--- src/sv/fair_reader_writer_lock_defines.svh ---
// ---------------------------------------------------------------------------
// fair_reader_writer_lock_defines.svh
// Assertion macros shared by the lock manager RTL. Each macro samples on the
// rising edge of clk and is disabled while rst is high.
// ---------------------------------------------------------------------------
`ifndef FAIR_READER_WRITER_LOCK_DEFINES_SVH
`define FAIR_READER_WRITER_LOCK_DEFINES_SVH

// Condition must never hold
`define FRWL_ASSERT_NEVER(label, cond, msg) \
  label: assert property (@(posedge clk) disable iff (rst) !(cond)) \
    else $error(msg);

// Consequent must hold in the same cycle as the antecedent
`define FRWL_ASSERT_IMPLIES(label, ante, cons, msg) \
  label: assert property (@(posedge clk) disable iff (rst) (ante) |-> (cons)) \
    else $error(msg);

// Consequent must hold in the cycle after the antecedent
`define FRWL_ASSERT_NEXT(label, ante, cons, msg) \
  label: assert property (@(posedge clk) disable iff (rst) (ante) |=> (cons)) \
    else $error(msg);

`endif

--- src/sv/frwl_pkg.sv ---
// ---------------------------------------------------------------------------
// frwl_pkg
// Types, constants and helpers for the FIFO-fair reader/writer lock manager.
// ---------------------------------------------------------------------------
package frwl_pkg;

  // Sizing
  localparam int QUEUE_DEPTH = 16;
  localparam int MAX_GRANTS  = 16;
  localparam int READER_MAX  = 31;
  localparam int ID_W        = 4;
  localparam int RC_W        = $clog2(READER_MAX + 1);
  localparam int QIDX_W      = $clog2(QUEUE_DEPTH);
  localparam int QCNT_W      = $clog2(QUEUE_DEPTH + 1);
  localparam int GCNT_W      = $clog2(MAX_GRANTS + 1);

  // Request codes
  typedef enum logic [1:0] {
    REQ_BEGIN_READ  = 2'd0,
    REQ_END_READ    = 2'd1,
    REQ_BEGIN_WRITE = 2'd2,
    REQ_END_WRITE   = 2'd3
  } req_type_e_t;

  // Result status codes
  localparam logic STATUS_GRANTED  = 1'b0;
  localparam logic STATUS_REJECTED = 1'b1;

  // Controller states
  typedef enum logic {
    ST_IDLE,
    ST_SERVE
  } state_t;

  // One waiting request
  typedef struct packed {
    logic            is_writer;
    logic [ID_W-1:0] id;
  } wq_entry_t;

  // Controller to wait queue
  typedef struct packed {
    logic      push;
    logic      pop;
    wq_entry_t push_entry;
  } wq_ctrl_t;

  // Wait queue to controller
  typedef struct packed {
    logic      empty;
    logic      full;
    wq_entry_t head_entry;
  } wq_stat_t;

  // Reader count increment, saturating
  function automatic logic [RC_W-1:0] rc_inc(input logic [RC_W-1:0] rc);
    return (rc == RC_W'(READER_MAX)) ? rc : rc + 1'b1;
  endfunction

endpackage

--- src/sv/frwl_wait_queue.sv ---
// ---------------------------------------------------------------------------
// frwl_wait_queue
// Ring of waiting requests in a synchronous memory. The head entry is read
// ahead, registered, from the next head index, so after a pop the new head is
// on head_entry in the following cycle.
// ---------------------------------------------------------------------------
`include "fair_reader_writer_lock_defines.svh"

module frwl_wait_queue (
  input  logic               clk,
  input  logic               rst,
  input  frwl_pkg::wq_ctrl_t ctrl,
  output frwl_pkg::wq_stat_t stat
);

  frwl_pkg::wq_entry_t              mem [frwl_pkg::QUEUE_DEPTH];
  frwl_pkg::wq_entry_t              rd_entry;
  logic [frwl_pkg::QIDX_W-1:0]      head;
  logic [frwl_pkg::QIDX_W-1:0]      tail;
  logic [frwl_pkg::QIDX_W-1:0]      head_next;
  logic [frwl_pkg::QIDX_W-1:0]      tail_next;
  logic [frwl_pkg::QCNT_W-1:0]      count;
  logic [frwl_pkg::QCNT_W-1:0]      count_next;

  function automatic logic [frwl_pkg::QIDX_W-1:0] ring_inc(
    input logic [frwl_pkg::QIDX_W-1:0] i
  );
    return (i == frwl_pkg::QIDX_W'(frwl_pkg::QUEUE_DEPTH - 1)) ? '0 : i + 1'b1;
  endfunction

  // Pointer and count update
  always_comb begin
    head_next  = ctrl.pop  ? ring_inc(head) : head;
    tail_next  = ctrl.push ? ring_inc(tail) : tail;
    count_next = count;
    if (ctrl.push && !ctrl.pop) begin
      count_next = count + 1'b1;
    end else if (ctrl.pop && !ctrl.push) begin
      count_next = count - 1'b1;
    end
  end

  always_ff @(posedge clk) begin
    if (rst) begin
      head  <= '0;
      tail  <= '0;
      count <= '0;
    end else begin
      head  <= head_next;
      tail  <= tail_next;
      count <= count_next;
    end
  end

  // Memory: write at tail, registered read at the upcoming head.
  always_ff @(posedge clk) begin
    if (ctrl.push) begin
      mem[tail] <= ctrl.push_entry;
    end
    rd_entry <= mem[head_next];
  end

  assign stat.empty      = (count == '0);
  assign stat.full       = (count == frwl_pkg::QCNT_W'(frwl_pkg::QUEUE_DEPTH));
  assign stat.head_entry = rd_entry;

  // Checks
  `FRWL_ASSERT_IMPLIES(a_push_not_full, ctrl.push, !stat.full, "push into full queue")
  `FRWL_ASSERT_IMPLIES(a_pop_not_empty, ctrl.pop, !stat.empty, "pop from empty queue")
  `FRWL_ASSERT_NEVER(a_count_range, count > frwl_pkg::QCNT_W'(frwl_pkg::QUEUE_DEPTH), "queue count overflow")

endmodule

--- src/sv/fair_reader_writer_lock.sv ---
// ---------------------------------------------------------------------------
// fair_reader_writer_lock
// FIFO-fair reader/writer lock manager. Begin requests are granted at once
// or queued (rejected when the queue is full); releases grant waiters from
// the head of the queue in order.
//
//   Channel   Dir  Fields
//   s_axis    in   tuser[1:0] req_type, tdata[3:0] requester_id
//   m_axis    out  tdata[3:0] grant_id, tuser[0] grant_is_writer,
//                  tuser[1] status, tlast last
//
// A begin request's result, if any, is loaded at accept.
// Releases grant k waiters (k <= 16) from the queue, one grant per cycle while
// the output does not stall, paced by the wait queue's single registered read
// port, then close the run and mark its last item.
// Output stalls hold the controller; a request is accepted only when the
// output register is empty or its item leaves in that cycle.
// Reset (rst, synchronous) empties the queue and clears the lock state.
// ---------------------------------------------------------------------------
`include "fair_reader_writer_lock_defines.svh"

module fair_reader_writer_lock (
  input  logic       clk,
  input  logic       rst,
  input  logic       s_axis_tvalid,
  output logic       s_axis_tready,
  input  logic [7:0] s_axis_tdata,   // [3:0] requester_id, [7:4] zero
  input  logic [1:0] s_axis_tuser,   // [1:0] req_type
  output logic       m_axis_tvalid,
  input  logic       m_axis_tready,
  output logic [7:0] m_axis_tdata,   // [3:0] grant_id, [7:4] zero
  output logic [1:0] m_axis_tuser,   // [0] grant_is_writer, [1] status
  output logic       m_axis_tlast
);

  frwl_pkg::state_t               state;
  frwl_pkg::state_t               state_next;
  frwl_pkg::req_type_e_t          req;
  frwl_pkg::wq_ctrl_t             wq_ctrl;
  frwl_pkg::wq_stat_t             wq_stat;
  frwl_pkg::wq_entry_t            in_entry;

  logic [frwl_pkg::RC_W-1:0]      reader_count;
  logic [frwl_pkg::RC_W-1:0]      reader_count_next;
  logic                           writer_active;
  logic                           writer_active_next;
  logic [frwl_pkg::GCNT_W-1:0]    grant_cnt;
  logic [frwl_pkg::GCNT_W-1:0]    grant_cnt_next;

  // Held grant, waiting to learn whether it ends the run
  logic                           pend_valid;
  logic                           pend_valid_next;
  frwl_pkg::wq_entry_t            pend;
  frwl_pkg::wq_entry_t            pend_next;

  // Output register
  logic                           out_valid;
  logic                           out_valid_next;
  frwl_pkg::wq_entry_t            out_entry;
  frwl_pkg::wq_entry_t            out_entry_next;
  logic                           out_status;
  logic                           out_status_next;
  logic                           out_last;
  logic                           out_last_next;

  logic                           out_free;
  logic                           in_fire;
  logic                           is_release;
  logic                           can_grant;

  assign req          = frwl_pkg::req_type_e_t'(s_axis_tuser);
  assign in_entry.id  = s_axis_tdata[frwl_pkg::ID_W-1:0];
  assign in_entry.is_writer = (req == frwl_pkg::REQ_BEGIN_WRITE);
  assign is_release   = (req == frwl_pkg::REQ_END_READ) || (req == frwl_pkg::REQ_END_WRITE);

  assign out_free      = !out_valid || m_axis_tready;
  assign s_axis_tready = (state == frwl_pkg::ST_IDLE) && out_free;
  assign in_fire       = s_axis_tvalid && s_axis_tready;

  // Head of queue may be granted now
  assign can_grant = !wq_stat.empty
                  && (grant_cnt < frwl_pkg::GCNT_W'(frwl_pkg::MAX_GRANTS))
                  && !writer_active
                  && !(wq_stat.head_entry.is_writer && (reader_count != '0));

  // Next state
  always_comb begin
    state_next = state;
    unique case (state)
      frwl_pkg::ST_IDLE: begin
        if (in_fire && is_release) begin
          state_next = frwl_pkg::ST_SERVE;
        end
      end
      frwl_pkg::ST_SERVE: begin
        if (!can_grant && (!pend_valid || out_free)) begin
          state_next = frwl_pkg::ST_IDLE;
        end
      end
      default: state_next = frwl_pkg::ST_IDLE;
    endcase
  end

  // Datapath and queue control
  always_comb begin
    reader_count_next  = reader_count;
    writer_active_next = writer_active;
    grant_cnt_next     = grant_cnt;
    pend_valid_next    = pend_valid;
    pend_next          = pend;
    out_valid_next     = out_valid && !m_axis_tready;
    out_entry_next     = out_entry;
    out_status_next    = out_status;
    out_last_next      = out_last;
    wq_ctrl.push       = 1'b0;
    wq_ctrl.pop        = 1'b0;
    wq_ctrl.push_entry = in_entry;

    unique case (state)
      frwl_pkg::ST_IDLE: begin
        if (in_fire) begin
          unique case (req)
            frwl_pkg::REQ_BEGIN_READ,
            frwl_pkg::REQ_BEGIN_WRITE: begin
              if (wq_stat.empty && !writer_active &&
                  (!in_entry.is_writer || (reader_count == '0))) begin
                // Immediate grant
                if (in_entry.is_writer) begin
                  writer_active_next = 1'b1;
                end else begin
                  reader_count_next = frwl_pkg::rc_inc(reader_count);
                end
                out_valid_next  = 1'b1;
                out_entry_next  = in_entry;
                out_status_next = frwl_pkg::STATUS_GRANTED;
                out_last_next   = 1'b1;
              end else if (wq_stat.full) begin
                out_valid_next  = 1'b1;
                out_entry_next  = in_entry;
                out_status_next = frwl_pkg::STATUS_REJECTED;
                out_last_next   = 1'b1;
              end else begin
                wq_ctrl.push = 1'b1;
              end
            end
            frwl_pkg::REQ_END_READ: begin
              if (reader_count != '0) begin
                reader_count_next = reader_count - 1'b1;
              end
              grant_cnt_next = '0;
            end
            frwl_pkg::REQ_END_WRITE: begin
              writer_active_next = 1'b0;
              grant_cnt_next     = '0;
            end
            default: begin
              grant_cnt_next = '0;
            end
          endcase
        end
      end
      frwl_pkg::ST_SERVE: begin
        if (can_grant && (!pend_valid || out_free)) begin
          // Grant the head; the held grant, if any, was not the last
          wq_ctrl.pop     = 1'b1;
          pend_valid_next = 1'b1;
          pend_next       = wq_stat.head_entry;
          grant_cnt_next  = grant_cnt + 1'b1;
          if (wq_stat.head_entry.is_writer) begin
            writer_active_next = 1'b1;
          end else begin
            reader_count_next = frwl_pkg::rc_inc(reader_count);
          end
          if (pend_valid) begin
            out_valid_next  = 1'b1;
            out_entry_next  = pend;
            out_status_next = frwl_pkg::STATUS_GRANTED;
            out_last_next   = 1'b0;
          end
        end else if (!can_grant && pend_valid && out_free) begin
          // Run ends: flush the held grant as last
          pend_valid_next = 1'b0;
          out_valid_next  = 1'b1;
          out_entry_next  = pend;
          out_status_next = frwl_pkg::STATUS_GRANTED;
          out_last_next   = 1'b1;
        end
      end
      default: begin
        pend_valid_next = 1'b0;
      end
    endcase
  end

  // Control registers
  always_ff @(posedge clk) begin
    if (rst) begin
      state         <= frwl_pkg::ST_IDLE;
      reader_count  <= '0;
      writer_active <= 1'b0;
      grant_cnt     <= '0;
      pend_valid    <= 1'b0;
      out_valid     <= 1'b0;
    end else begin
      state         <= state_next;
      reader_count  <= reader_count_next;
      writer_active <= writer_active_next;
      grant_cnt     <= grant_cnt_next;
      pend_valid    <= pend_valid_next;
      out_valid     <= out_valid_next;
    end
  end

  // Payload registers
  always_ff @(posedge clk) begin
    pend       <= pend_next;
    out_entry  <= out_entry_next;
    out_status <= out_status_next;
    out_last   <= out_last_next;
  end

  frwl_wait_queue u_wait_queue (
    .clk  (clk),
    .rst  (rst),
    .ctrl (wq_ctrl),
    .stat (wq_stat)
  );

  assign m_axis_tvalid = out_valid;
  assign m_axis_tdata  = {{(8 - frwl_pkg::ID_W){1'b0}}, out_entry.id};
  assign m_axis_tuser  = {out_status, out_entry.is_writer};
  assign m_axis_tlast  = out_last;

  // Checks
  `FRWL_ASSERT_NEVER(a_lock_exclusive, writer_active && (reader_count != '0), "writer and readers hold lock")
  `FRWL_ASSERT_IMPLIES(a_pend_in_serve, pend_valid, state == frwl_pkg::ST_SERVE, "held grant outside serve")
  `FRWL_ASSERT_NEVER(a_grant_bound, grant_cnt > frwl_pkg::GCNT_W'(frwl_pkg::MAX_GRANTS), "too many grants in run")

endmodule
--- config.mk ---
export PLATFORM = sky130hd
export DESIGN_NAME = fair_reader_writer_lock
export DESIGN_NICKNAME = d
export VERILOG_FILES = /design/src/sv/frwl_pkg.sv /design/src/sv/frwl_wait_queue.sv /design/src/sv/fair_reader_writer_lock.sv
export VERILOG_INCLUDE_DIRS = /design/src /design/src/sv
export SDC_FILE = /design/constraint.sdc
export NUM_CORES = 1
export LEC_CHECK = 0
export ABC_AREA = 0
export CAP_MARGIN = 10
export CORE_MARGIN = 3
export CORE_UTILIZATION = 40
export CTS_CLUSTER_DIAMETER = 50
export DETAILED_ROUTE_END_ITERATION = 10
export DONT_BUFFER_PORTS = 1
export PLACE_DENSITY = 0.6
export SYNTH_ARGS = -nofsm -noshare
export SYNTH_HDL_FRONTEND = slang
export SYNTH_SLANG_ARGS = --single-unit
--- constraint.sdc ---
create_clock -name clk -period 8.5 [get_ports clk]
set_clock_uncertainty 0.05 [all_clocks]
set_input_delay 1.275 -clock clk [delete_from_list [all_inputs] [get_ports clk]]
set_output_delay 1.275 -clock clk [all_outputs]
set_load 0.01 [all_outputs]
==> metrics.csv <==
stage,metric,value,unit
synthesis,sequential share of the synthesized area,60.0,%
critical_path,data required time at the worst endpoint,8790,ps
pwr,Pwr per Cell Area,313,nW/um^2
critical_path,kind of start point of the critical path,input port,
synthesis,Synth area leaders,"sky130_fd_sc_hd__edfxtp_1 49%, sky130_fd_sc_hd__dfxtp_1 11%, sky130_fd_sc_hd__ha_1 2.9%",
final_layout,layout overhead on the synthesized area,12.3,%
global_routing,leftover overflow at the end of global routing,0,
synthesis,"basic-gate share of the synthesized area counting and, or, nand and nor cells",10.9,%
critical_path,critical path endpoint category,flip-flop,
die,die area,15600,um^2
clocking,deepest clock path buffer count,2,
worst_hold_path,worst min-delay path category,flip-flop to flip-flop,
final_layout,"leading cell type in the layout, fill and taps excluded",sky130_fd_sc_hd__edfxtp_1,
pwr,switching part of the total,30.3,%
pwr,maximum vdd drop,177,uV
routing,via count,3708,
routing,Initial DRC Count,428,
synthesis,flip-flop and latch count after synthesis,124,
pwr,Flop pwr share,38.5,%
clocking,clock tree root buffer cell,sky130_fd_sc_hd__clkbuf_16,
die,width of the die,125,um
die,Top Ports,27,
pwr,switching pwr,0.603,mW
final_layout,most frequent cells in the layout,"92 x sky130_fd_sc_hd__edfxtp_1, 42 x sky130_fd_sc_hd__nor2_1, 32 x sky130_fd_sc_hd__dfxtp_1, 22 x sky130_fd_sc_hd__o21ai_0, 19 x sky130_fd_sc_hd__inv_1",
synthesis,mapped cell area,5670,um^2
pwr,Pint,1.39,mW
synthesis,number of enable flip-flop cells after synthesis,92,
synthesis,average instance area after synthesis,12.5,um^2
synthesis,leading register cell type out of synthesis,sky130_fd_sc_hd__edfxtp_1,
pwr,share of total power in combinational logic,24.4,%
synthesis,cell type contributing the most total cell area after synthesis,sky130_fd_sc_hd__edfxtp_1,
clocking,cells resized by post-CTS repair,0,
clocking,number of buffers added by the clock tree synthesis step,17,
place,RePlAce Congestion,0.849,
clocking,count of buffers added by post-CTS timing repair for setup,0,
pwr,Clk pwr share,37.1,%
pwr,Final Total Pwr,1.99,mW
routing,DR pass1 iterations,6,
final_layout,proportion of layout cells with a drive suffix above 1,12.1,%
synthesis,area fraction in compound gates after synthesis,17.0,%
final_layout,Antenna diodes,0,
timing,Final min period,4410,ps
global_routing,number of global-route vias before repair,3685,
synthesis,area share of xor/xnor cells in the synthesized design,1.55,%
critical_path,worst stage delay on the critical path,880,ps
routing,Detailed Route WL,12300,um
synthesis,portion of synthesized cell area occupied by the leading cell type,48.7,%
clocking,count of hold buffers inserted by post-cts repair,0,
synthesis,main combinational cell family by area after synthesis,compound AO/OA/AOI/OAI gates,
clocking,TritonCTS clock tree,done,
routing,mean routed wirelength per cell,19.2,um
place,total half-perimeter wirelength after legalization and detailed placement,7950,um
timing,final period utilization,51.8,%
routing,drc violations,0,
synthesis,Unique masters post-synth,64,
run,max cap viols,0,
timing,Highest Clock Rate,0.227,GHz
timing,max-slew violation count,0,
critical_path,data arrival time at the worst-slack endpoint,4700,ps
synthesis,multiplexer fraction of the synthesized cell area,3.29,%
clocking,number of sinks on the clock net,124,
routing,Via density,5.80,
global_routing,wire length of the first global-routing pass,19800,um
timing,final number of hold-violating endpoints,0,
critical_path,worst reg-to-reg path cell count,14,
clocking,insertion delay of the later-clocked pin in the worst-skew pair,420,ps
clocking,CTS clock-pin slew for the worst setup and hold paths,50,ps
critical_path,type of the worst setup path,input port to flip-flop,
synthesis,"Async S/R FF share, synth",0,%
final_layout,post-layout net count,478,
place,instance area at placement,5760,um^2
routing,Final ANT Viol Nets,0,
pwr,static power due to leakage,2.11,nW
timing,setup TNS,0,ps
final_layout,final non-filler cell area,6360,um^2
synthesis,cell count after synthesis,454,
clocking,H-tree levels,4,
outcome,outcome,"finished, final reports clean",
synthesis,adder-cell share of the synthesized area,3.22,%
timing,Relative slew margins,22.2,%
global_routing,Total GRT Usage,16.3,%
die,Placement Rows,42,
final_layout,post-route core utilization,46.9,%
timing,transition time of the tightest slew-check pin,1160,ps
timing,"Setup violations, final",0,
critical_path,"Critical Path, Cell by Cell",nor2b_1 -> buf_4 -> a2111oi_0 -> a21o_1 -> nor3_1 -> ha_1 -> inv_1 -> ha_1 -> a21o_1 -> a21oi_1 -> xnor2_1 -> or3_1 -> a21oi_1,
worst_hold_path,Hold Path Depth,0,
timing,setup repair after global routing missed its margin,false,
global_routing,pin count of the biggest net entering global routing,31,
die,effective utilization at floorplan,41.8,%
die,die boundary height,125,um
global_routing,initial antenna violation count,0,
place,buffers added on ports,0,
synthesis,Synth Warn #,0,
critical_path,standard cell with the maximum stage delay on the critical path,sky130_fd_sc_hd__nor3_1,
critical_path,largest fanout of any net on the critical path,18,
die,Std-Cell Core Area,13600,um^2
power by group through the flow:
stage | clock network, mW | logic (mW) | registers (mW)
after floorplan | 0 | 0.403 | 0.762
after global placement | 0 | 0.465 | 0.777
after detailed placement | 0 | 0.480 | 0.779
after CTS | 0.746 | 0.484 | 0.767
after global routing | 0.781 | 0.539 | 0.773
final | 0.738 | 0.485 | 0.767
cell type report:
type                       count  area (um^2)
clock buffer                  17          425
clock inverter                15          179
fill                        1190         7190
inverter                      20         77.6
multi-input combinational    286         2050
sequential                   124         3400
tap                          176          220
timing repair buffer           1         7.51
metrics by stage:
stage               cells  worst slack [ps]  hold slack [ps]
floorplan             457              3940              336
global placement      607              3870              339
detailed placement    607              3750              344
CTS                   639              4180              357
global route          639              3880              368
finish                639              4090              358
kinds of logic after synthesis:
kind of cell	Yosys count
DFF	124
other	1
AOI/OAI and AO/OA	124
muxes	18
and+or+nand+nor	116
buffers and inverters	47
adders and majority gates	14
xor gates and xnor gates	10
metal layers:
metal,wire [um],track usage [%],vias to the layer above
met1,5450,21.2,1819
li1,-,-,1742
met3,898,5.50,17
met2,5760,25.2,130
met5,0,0,-
met4,176,6.31,0
flip-flops by register name, indices dropped and copies added, names as in the netlist, 5 cells and up:
register,flops
pend,5
grant_cnt,5
u_wait_queue.mem,80
reader_count,5
u_wait_queue.stat,5
u_wait_queue.count,5
critical path, delay by kind of cell:
| kind | cells | cell delay, ps |
|---|---|---|
| AOI/OAI and AO/OA | 5 | 960 |
| xor gates and xnor gates | 1 | 90 |
| adders and majority gates | 2 | 710 |
| buffers and inverters | 2 | 350 |
| and+or+nand+nor | 3 | 1300 |
synth_stat cells (all sizes together) (5+ instances only):
library cell / number
buf: 13
o21ai: 27
a32oi: 10
xor2: 6
a211o: 5
a21oi: 20
edfxtp: 92
nor2: 44
dfxtp: 32
o31ai: 5
nor3: 7
a2111oi: 11
nand2: 20
nand3: 6
clkbuf: 14
and3: 17
mux2i: 13
a211oi: 5
ha: 13
a31oi: 6
a311oi: 7
o211ai: 5
mux2: 5
a22oi: 6
inv: 20
a221o: 6
final timing paths:
path                                                    from                                  to  slack [ps]
worst max-delay path                         s_axis_tuser[1]  u_wait_queue.count[4]$_SDFFE_PP0P_        4090
worst max register to register  reader_count[1]$_SDFFE_PP0P_  u_wait_queue.count[4]$_SDFFE_PP0P_        4440
worst min-delay path            u_wait_queue.stat[0]$_DFF_P_                   pend[0]$_DFFE_PN_         360
worst min register to register  u_wait_queue.stat[0]$_DFF_P_                   pend[0]$_DFFE_PN_         360
Power figures use the tool's default switching activity.
